## src/hdl/qwd_pkg.sv

```systemverilog
// ----------------------------------------------------------------------------
// qwd_pkg: shared types and constants of the quadrature wheel decoder
// Holds the direction-machine states, phase codes, step values, register
// indexes and the structs passed between the decoder modules.
// ----------------------------------------------------------------------------
`default_nettype none

package qwd_pkg;

  // Timestamp and interval register width
  localparam int TIME_W = 32;
  // Configuration register index width (two registers)
  localparam int CFG_INDEX_W = 1;

  // Configuration register indexes
  localparam logic [CFG_INDEX_W-1:0] CFG_MIN_INTERVAL = 1'b0;
  localparam logic [CFG_INDEX_W-1:0] CFG_MAX_INTERVAL = 1'b1;

  // Reset values of the interval registers
  localparam logic [TIME_W-1:0] MIN_INTERVAL_RST = TIME_W'(5000);
  localparam logic [TIME_W-1:0] MAX_INTERVAL_RST = TIME_W'(100000);

  // Step values (two's complement)
  localparam logic signed [1:0] STEP_NONE = 2'sb00;
  localparam logic signed [1:0] STEP_FWD  = 2'sb01;
  localparam logic signed [1:0] STEP_BWD  = 2'sb11;

  // Direction machine states
  typedef enum logic [3:0] {
    MODE_STOP     = 4'b0001,
    MODE_TRIGGER  = 4'b0010,
    MODE_FORWARD  = 4'b0100,
    MODE_BACKWARD = 4'b1000
  } mode_t;

  // Which pin an edge belongs to
  typedef enum logic [1:0] {
    PHASE_NONE = 2'd0,
    PHASE_A    = 2'd1,
    PHASE_B    = 2'd2
  } phase_t;

  // One pin sample
  typedef struct packed {
    logic              pin_a;
    logic              pin_b;
    logic [TIME_W-1:0] now;
  } sample_t;

  // Interval registers
  typedef struct packed {
    logic [TIME_W-1:0] min_interval;
    logic [TIME_W-1:0] max_interval;
  } cfg_t;

  // Pin history used by the noise filter
  typedef struct packed {
    logic              prev_a;
    logic              prev_b;
    logic [TIME_W-1:0] time_a;
    logic [TIME_W-1:0] time_b;
    phase_t            last_phase;
  } hist_t;

  // Edge classification of one sample
  typedef struct packed {
    logic chg_a;
    logic chg_b;
    logic noise;
  } edge_t;

endpackage

`default_nettype wire

```

## src/hdl/qwd_noise.sv

```systemverilog
// ----------------------------------------------------------------------------
// qwd_noise: edge detect and noise filter
// Flags pin changes of a sample and rejects it when an edge repeats the last
// pin, comes too soon, or when no pin moved and a pin has idled too long.
// ----------------------------------------------------------------------------
`default_nettype none

module qwd_noise (
  input  wire  qwd_pkg::sample_t sample,
  input  wire  qwd_pkg::hist_t   hist,
  input  wire  qwd_pkg::cfg_t    cfg,
  output qwd_pkg::edge_t         edges
);

  logic [qwd_pkg::TIME_W-1:0] da;
  logic [qwd_pkg::TIME_W-1:0] db;
  logic                       chg_a;
  logic                       chg_b;
  logic                       bad_a;
  logic                       bad_b;
  logic                       idle;

  // Elapsed time since the last edge on each pin, modulo 2^TIME_W
  assign da = sample.now - hist.time_a;
  assign db = sample.now - hist.time_b;

  assign chg_a = sample.pin_a != hist.prev_a;
  assign chg_b = sample.pin_b != hist.prev_b;

  // Reject a repeated pin or an edge sooner than the minimum interval
  assign bad_a = chg_a && ((hist.last_phase == qwd_pkg::PHASE_A) || (da < cfg.min_interval));
  assign bad_b = chg_b && ((hist.last_phase == qwd_pkg::PHASE_B) || (db < cfg.min_interval));

  // Reject an unchanged sample after a long idle
  assign idle = (da > cfg.max_interval) || (db > cfg.max_interval);

  always_comb begin
    edges.chg_a = chg_a;
    edges.chg_b = chg_b;
    if (chg_a || chg_b) begin
      edges.noise = bad_a || bad_b;
    end else begin
      edges.noise = idle;
    end
  end

endmodule

`default_nettype wire

```

## src/hdl/qwd_tracker.sv

```systemverilog
// ----------------------------------------------------------------------------
// qwd_tracker: pin history and direction machine
// Keeps the pin levels and edge times, runs the stop / trigger / forward /
// backward machine and gives the step of the sample being processed.
// ----------------------------------------------------------------------------
`default_nettype none

module qwd_tracker (
  input  wire                      clk,
  input  wire                      rst,
  input  wire                      adv,
  input  wire  qwd_pkg::sample_t   sample,
  input  wire  qwd_pkg::cfg_t      cfg,
  output logic signed [1:0]        step
);

  qwd_pkg::hist_t  hist;
  qwd_pkg::hist_t  hist_next;
  qwd_pkg::mode_t  mode;
  qwd_pkg::mode_t  mode_next;
  qwd_pkg::phase_t trigger_phase;
  qwd_pkg::phase_t trigger_phase_next;
  logic            trigger_level;
  logic            trigger_level_next;
  qwd_pkg::edge_t  edges;
  logic            same;
  logic            edge_fwd;
  logic            moved;

  qwd_noise u_noise (
    .sample (sample),
    .hist   (hist),
    .cfg    (cfg),
    .edges  (edges)
  );

  assign same     = sample.pin_a == sample.pin_b;
  // Direction of a single edge; phase A takes precedence
  assign edge_fwd = edges.chg_a ? same : !same;
  // In a locked direction only the trigger pin counts
  assign moved    = (trigger_phase == qwd_pkg::PHASE_A) ? edges.chg_a : edges.chg_b;

  // Direction machine
  always_comb begin
    mode_next          = mode;
    trigger_phase_next = trigger_phase;
    trigger_level_next = trigger_level;
    step               = qwd_pkg::STEP_NONE;
    if (!edges.noise) begin
      unique case (mode)
        qwd_pkg::MODE_STOP: begin
          if (edges.chg_a) begin
            mode_next          = qwd_pkg::MODE_TRIGGER;
            trigger_phase_next = qwd_pkg::PHASE_A;
            trigger_level_next = sample.pin_a;
          end else if (edges.chg_b) begin
            mode_next          = qwd_pkg::MODE_TRIGGER;
            trigger_phase_next = qwd_pkg::PHASE_B;
            trigger_level_next = sample.pin_b;
          end
        end
        qwd_pkg::MODE_TRIGGER: begin
          if (trigger_phase == qwd_pkg::PHASE_A) begin
            if (sample.pin_a != trigger_level) begin
              mode_next = qwd_pkg::MODE_STOP;
            end else if (same) begin
              mode_next = qwd_pkg::MODE_FORWARD;
              step      = qwd_pkg::STEP_FWD;
            end else begin
              mode_next = qwd_pkg::MODE_BACKWARD;
              step      = qwd_pkg::STEP_BWD;
            end
          end else begin
            if (sample.pin_b != trigger_level) begin
              mode_next = qwd_pkg::MODE_STOP;
            end else if (same) begin
              mode_next = qwd_pkg::MODE_BACKWARD;
              step      = qwd_pkg::STEP_BWD;
            end else begin
              mode_next = qwd_pkg::MODE_FORWARD;
              step      = qwd_pkg::STEP_FWD;
            end
          end
        end
        qwd_pkg::MODE_FORWARD: begin
          if (moved) begin
            if (edge_fwd) begin
              step = qwd_pkg::STEP_FWD;
            end else begin
              mode_next = qwd_pkg::MODE_STOP;
            end
          end
        end
        qwd_pkg::MODE_BACKWARD: begin
          if (moved) begin
            if (!edge_fwd) begin
              step = qwd_pkg::STEP_BWD;
            end else begin
              mode_next = qwd_pkg::MODE_STOP;
            end
          end
        end
        default: begin
          mode_next = qwd_pkg::MODE_STOP;
        end
      endcase
    end
  end

  // Update pin history on every sample, rejected or not
  always_comb begin
    hist_next = hist;
    if (edges.chg_a) begin
      hist_next.last_phase = qwd_pkg::PHASE_A;
      hist_next.prev_a     = sample.pin_a;
      hist_next.time_a     = sample.now;
    end
    if (edges.chg_b) begin
      hist_next.last_phase = qwd_pkg::PHASE_B;
      hist_next.prev_b     = sample.pin_b;
      hist_next.time_b     = sample.now;
    end
  end

  // Advance state once per processed sample
  always_ff @(posedge clk) begin
    if (rst) begin
      mode            <= qwd_pkg::MODE_STOP;
      trigger_phase   <= qwd_pkg::PHASE_NONE;
      trigger_level   <= 1'b0;
      hist.prev_a     <= 1'b0;
      hist.prev_b     <= 1'b0;
      hist.time_a     <= '0;
      hist.time_b     <= '0;
      hist.last_phase <= qwd_pkg::PHASE_NONE;
    end else if (adv) begin
      mode          <= mode_next;
      trigger_phase <= trigger_phase_next;
      trigger_level <= trigger_level_next;
      hist          <= hist_next;
    end
  end

endmodule

`default_nettype wire

```

## src/hdl/quadrature_wheel_decoder.sv

```systemverilog
// ----------------------------------------------------------------------------
// quadrature_wheel_decoder: debounced quadrature wheel to detent steps
//
// Input channel (in_valid / in_stall) carries one sample: pin_a, pin_b and
// a 32-bit timestamp now. Output channel (out_valid / out_stall) carries one
// signed step per sample: +1 forward, -1 backward, 0 none.
// A sample transfer lands in the input register; once the output register is
// free, the noise filter and direction machine evaluate it and the step is
// captured in the output register. Throughput is one sample per cycle while
// the receiver does not stall; the direction machine, fed by two 32-bit
// subtract-and-compare paths, updates its state as the step is captured.
// When the receiver stalls, the output register holds its step and the input
// register holds its sample; in_stall rises only once both are full, so one
// more sample is taken behind a stalled result.
// The user writes the interval registers through cfg_write / cfg_index /
// cfg_data only while no sample is in flight; the block does not enforce it.
// Synchronous reset empties both registers, puts the direction machine in
// stop, clears pin history and loads the default intervals.
// ----------------------------------------------------------------------------
`default_nettype none

module quadrature_wheel_decoder (
  input  wire                                clk,
  input  wire                                rst,
  input  wire                                cfg_write,
  input  wire  [qwd_pkg::CFG_INDEX_W-1:0]    cfg_index,
  input  wire  [qwd_pkg::TIME_W-1:0]         cfg_data,
  input  wire                                in_valid,
  output logic                               in_stall,
  input  wire                                pin_a,
  input  wire                                pin_b,
  input  wire  [qwd_pkg::TIME_W-1:0]         now,
  output logic                               out_valid,
  input  wire                                out_stall,
  output logic signed [1:0]                  step
);

  qwd_pkg::cfg_t    cfg;
  qwd_pkg::sample_t stg;
  logic             stg_valid;
  logic             out_free;
  logic             adv;
  logic             in_take;
  logic signed [1:0] step_calc;

  // Handshake control
  assign out_free = !out_valid || !out_stall;
  assign adv      = stg_valid && out_free;
  assign in_stall = stg_valid && !out_free;
  assign in_take  = in_valid && !in_stall;

  // Interval registers
  always_ff @(posedge clk) begin
    if (rst) begin
      cfg.min_interval <= qwd_pkg::MIN_INTERVAL_RST;
      cfg.max_interval <= qwd_pkg::MAX_INTERVAL_RST;
    end else if (cfg_write) begin
      unique case (cfg_index)
        qwd_pkg::CFG_MIN_INTERVAL: cfg.min_interval <= cfg_data;
        qwd_pkg::CFG_MAX_INTERVAL: cfg.max_interval <= cfg_data;
        default: ;
      endcase
    end
  end

  // Input register: load on transfer, drop once processed
  always_ff @(posedge clk) begin
    if (rst) begin
      stg_valid <= 1'b0;
    end else if (in_take) begin
      stg_valid <= 1'b1;
    end else if (adv) begin
      stg_valid <= 1'b0;
    end
  end

  always_ff @(posedge clk) begin
    if (in_take) begin
      stg.pin_a <= pin_a;
      stg.pin_b <= pin_b;
      stg.now   <= now;
    end
  end

  qwd_tracker u_tracker (
    .clk    (clk),
    .rst    (rst),
    .adv    (adv),
    .sample (stg),
    .cfg    (cfg),
    .step   (step_calc)
  );

  // Output register: capture on advance, hold while stalled
  always_ff @(posedge clk) begin
    if (rst) begin
      out_valid <= 1'b0;
    end else if (out_free) begin
      out_valid <= adv;
    end
  end

  always_ff @(posedge clk) begin
    if (adv) begin
      step <= step_calc;
    end
  end

endmodule

`default_nettype wire
```

## config.mk

```make
export PLATFORM = sky130hd
export DESIGN_NAME = quadrature_wheel_decoder
export DESIGN_NICKNAME = d
export VERILOG_FILES = /design/src/hdl/qwd_pkg.sv /design/src/hdl/qwd_noise.sv /design/src/hdl/qwd_tracker.sv /design/src/hdl/quadrature_wheel_decoder.sv
export SDC_FILE = /design/constraint.sdc
export NUM_CORES = 1
export LEC_CHECK = 0
export BUFFER_PORTS_ARGS = -buffer_cell sky130_fd_sc_hd__buf_4
export CAP_MARGIN = 10
export CORE_AREA = 2 2 158 160
export DETAILED_ROUTE_END_ITERATION = 12
export DIE_AREA = 0 0 160 162
export PLACE_DENSITY = 0.69
export SYNTH_ARGS = -nofsm -noshare
export SYNTH_HDL_FRONTEND = slang
export SYNTH_HIERARCHICAL = 1
export SYNTH_SLANG_ARGS = --single-unit
```

## constraint.sdc

```tcl
create_clock -name clk -period 6.5 [get_ports clk]
set_clock_uncertainty 0.15 [all_clocks]
set_input_delay 1.95 -clock clk [delete_from_list [all_inputs] [get_ports clk]]
set_output_delay 1.95 -clock clk [all_outputs]
set_load 0.05 [all_outputs]
```

-- Word level (Yosys, flattened, before mapping)
Cells that the tools add are included.
- register bits: 177
- word-level logic and storage cells: 99
- $add $sub $neg: 2
- equality and inequality tests: 17
- bitwise gates (word level): 2
- reductions and logical operators: 25
- $lt $le $gt $ge: 4
- mux-type cells: 33
- operator list (cell ; number):
    32-bit > comparator ; 2
    32-bit < comparator ; 2
    32-bit subtractor ; 2
    4-bit 2-to-1 mux ; 11
    2-bit 2-to-1 mux ; 12
    4-bit case mux with 4 select lines ; 1
    2-bit AND reduction ; 5
    1-bit 2-to-1 mux ; 8
    7-bit AND reduction ; 1
    1-bit logical OR ; 6
    2-bit by 1-bit inequality test with 1-bit output (second input constant) ; 3
    2-bit case mux with 3 select lines ; 1
    1-bit logical AND ; 5
    1-bit logical NOT ; 5
    2-bit by 1-bit equality test with 1-bit output (second input constant) ; 2
    4-bit by 1-bit equality test with 1-bit output (second input constant) ; 1
    4-bit by 2-bit equality test with 1-bit output (second input constant) ; 1
    4-bit by 3-bit equality test with 1-bit output (second input constant) ; 1
    4-bit equality test (second input constant) ; 1
    1-bit inequality test ; 4
    4-bit AND reduction ; 1
    2-bit nonzero test ; 2
    3-bit inequality test (second input constant) ; 1
    2-bit equality test (second input constant) ; 1
    other kinds (3) ; 4

-- Longest topological paths before layout
- word-level depth: 8
- gate-level depth with buffers: 26

-- Modules after synthesis
The synthesis kept the hierarchy.
- modules (own cells, without submodules) (module ; cells an instance ; times used ; area an instance (µm²)):
    qwd_noise ; 862 ; 1 ; 6344.8
    quadrature_wheel_decoder ; 298 ; 1 ; 3866.2
    qwd_tracker ; 357 ; 1 ; 2911.5

-- Worst setup path after synthesis
OpenSTA, ideal clock, no wires.
- kind: flip-flop to flip-flop
- start: register stg[0] (netlist name)
- end: register u_tracker.trigger_level
- data required time: 6234 ps
- slack: 1360 ps
- stages on the path, launching flop included: 25
- arrival time: 4874 ps
- period minus slack after synthesis: 5140 ps
- cells stage by stage: edfxtp_1 -> inv_1 -> ha_1 -> inv_1 -> fa_1 -> a211oi_1 -> o21ai_0 -> a21oi_1 -> nor3_1 -> or3_1 -> a221oi_2 -> o21ai_0 -> xor2_1 -> ha_1 -> nand4_1 -> nor4_1 -> nand2_1 -> o21ai_0 -> a21oi_1 -> nor3_1 -> o211ai_1 -> or2b_1 -> a41oi_2 -> o211ai_2 -> a31o_1
- RTL lines (what ; RTL line ; RTL):
    start, declared ; quadrature_wheel_decoder.sv:39 ; qwd_pkg::sample_t stg;
    end signal, assigned ; qwd_tracker.sv:139 ; trigger_level <= trigger_level_next;
    end, declared ; qwd_tracker.sv:23 ; logic trigger_level;

==> flow_summary.json <==
{
  "pwr-share-seq": 0.374,
  "rr_endpoint": "u_tracker/trigger_level$_SDFFE_PP0P_",
  "n_antenna_cell": 0,
  "routed_wl_um": 31400,
  "ys_types": 87,
  "status": "finished clean",
  "grt-ovfl-total": 0,
  "setup_slack_ns": 0.482,
  "switching_share": 0.339,
  "cp-startpoint": "stg[0]$_DFFE_PP_",
  "grt_pass1_wl_um": 50700,
  "rsz0062_at_grt": "false",
  "fin_crit_sh": 0.926,
  "ys_seq_area_frac": 0.297,
  "synth_area_per_cell_um2": 8.65,
  "track_usage": 0.241,
  "cp.arrival_ns": 6.24,
  "finalHoldViolCount": 0,
  "comb_power_share": 0.303,
  "hold_end": "u_tracker/hist[21]$_SDFFE_PP0P_",
  "whs_path_depth": 2,
  "drt_pass1_iterations": 5,
  "drc_errors": 0,
  "worstHoldPathType": "flop to flop",
  "vdd_drop_max_v": 0.000157,
  "synth-main-ff-cell": "dfxtp_1",
  "antenna_found_initial": 0,
  "start_util": 0.544,
  "clockBufferDepth": 2,
  "r2r_start": "stg[0]$_DFFE_PP_",
  "io_buffers": 75,
  "cts_buffers": 17,
  "h-tree-depth": 4,
  "synth_nets": 1779,
  "vias": 10700,
  "num_io_pins": 76,
  "insertion_delay_ns": 0.44,
  "wire_per_inst_um": 16.5,
  "die_height_um": 162,
  "tritoncts": "done",
  "yosys_warnings": 6,
  "clk_pin_slew_ns": 0.08,
  "drv_slew": 0,
  "grt_pass1_vias": 10000,
  "hold_buffers": 0,
  "place.gp.congestion": 0.922,
  "total_power_mw": 3.25,
  "avgViaCountPerCell": 5.60,
  "p_leak_nw": 6.01,
  "die_w_um": 160,
  "critPathCaptureType": "flop",
  "layout_common_cells": "188 x ha_1, 168 x a21oi_1, 158 x nand2_1",
  "ff2ff_path_depth": 25,
  "async_reset_ff_frac": 0,
  "dp_hpwl_um": 24500,
  "setup_viol": 0,
  "max_stage_delay_ns": 0.41,
  "crit_required_ns": 6.73,
  "synthToLayoutAreaGrowth_pct": 10.3,
  "mostFrequentLayoutCell": "ha_1",
  "cts_sinks": 177,
  "slew_headroom": 0.288,
  "p_int_mw": 2.15,
  "rrSetupSlack_ns": 0.48,
  "p_sw_mw": 1.10,
  "num-nets-final": 1831,
  "drive_gt1_frac": 0.0973,
  "synth_edf_count": 36,
  "place_ws_ns": 0.384,
  "drt_iter0_markers": 645,
  "root_buffer": "clkbuf_16",
  "worstSetupStartpointType": "flop",
  "hold_start": "u_tracker/hist[21]$_SDFFE_PP0P_",
  "powerDensity_nw_per_um2": 225,
  "path_class": "flop to flop",
  "period_minus_slack_ns": 6.02,
  "fp-row-count": 57,
  "crit_slowest_cell": "edfxtp_1",
  "worst_pin_slew_ns": 1.06,
  "timing.fmax_mhz": 166,
  "dieArea_um2": 25900,
  "synth_cells": 1517,
  "fin_setup_tns_ns": 0,
  "ys_seq_elements": 177,
  "cap_violations": 0,
  "core_um2": 24100,
  "synth_area_um2": 13100,
  "power_frac_clock": 0.322,
  "final_antenna_net_count": 0,
  "holdWs_ns": 0.305,
  "grt_start_max_net_pins": 67,
  "crit_path_max_fanout": 5,
  "fin_util": 0.600
}
[synth_stat cells (all sizes together), types with 14 or more instances]
cell	count	share of area
a21o	69	0.040
a21oi	169	0.064
buf	19	0.014
clkbuf	32	0.0099
dfxtp	141	0.22
edfxtp	36	0.082
ha	188	0.18
inv	151	0.043
mux2i	58	0.045
nand2	159	0.046
nand2b	84	0.041
nand3	24	0.0095
nand4	30	0.014
nor2	52	0.015
o21ai	55	0.021
o31ai	14	0.0080
xnor2	40	0.027
xor2	20	0.013
[worst max-delay path: cells and delay by family (launching register included)]
kind,cells,cell delay [ns]
compound gates,11,2.27
simple gates,8,1.88
fa+ha+maj,3,0.91
flops,1,0.41
xor+xnor,1,0.19
buf+inv,2,0.16
[through the flow]
step	instance area (µm²)	std cells
floorplan	13100	1517
global placement	13900	1874
detailed placement	13900	1874
CTS	14500	1906
global route	14500	1906
finish	14500	1906
[power by group through the flow]
stage	logic, mW	clock network [mW]	registers, mW
final	0.986	1.05	1.22
after global routing	1.11	1.12	1.22
after CTS	0.971	1.08	1.22
after detailed placement	0.964	0	1.24
after global placement	0.944	0	1.24
after floorplan	0.720	0	1.23
[logic make-up (layout without fill, tap and decap cells)]
kind of cell / count (synthesis) / in the layout / share of synthesized area
fa+ha+maj: 190 / 190 / 0.182
buf+inv: 202 / 267 / 0.0666
xor+xnor: 61 / 61 / 0.0419
simple gates: 430 / 430 / 0.170
compound gates: 399 / 399 / 0.197
mux: 58 / 58 / 0.0452
flops: 177 / 177 / 0.297
[registers in the layout, summed over array words and instances, names as in the netlist, 2 cells and up]
name / cells
cfg: 64
step: 2
stg: 34
u_tracker/hist: 68
u_tracker/mode: 4
u_tracker/trigger_phase: 2
[worst max path at each step]
stage,endpoint,cells past startpoint
2_1_floorplan,u_tracker/trigger_level$_SDFFE_PP0P_,24
3_3_place_gp,u_tracker/trigger_level$_SDFFE_PP0P_,24
3_5_place_dp,u_tracker/trigger_level$_SDFFE_PP0P_,25
4_1_cts,u_tracker/trigger_level$_SDFFE_PP0P_,25
5_1_grt,u_tracker/trigger_level$_SDFFE_PP0P_,25
6_report,u_tracker/trigger_level$_SDFFE_PP0P_,25
[cell type report]
cell class,count,area [µm²]
Fill cell,2196,9630
Tap cell,324,405
Inverter,151,567
Sequential cell,177,3900
Timing Repair Buffer,84,631
Clock buffer,18,429
Multi-Input combinational cell,1138,8370
Clock inverter,14,165
[per-layer routing]
metal / GRT usage / up-vias / wire [µm]
met4: 0.0667 / 0 / 533
met3: 0.0273 / 29 / 1340
li1: - / 5455 / -
met1: 0.368 / 4969 / 16600
met2: 0.360 / 229 / 13000
met5: 0 / - / 0
[timing repair]
item / in CTS / in global routing
gates resized for setup: 0 / 3
endpoints found under the hold margin: 0 / 0
endpoints found under the setup margin: 0 / 7
setup buffers: 0 / 0
(Power assumes the default switching activity.)
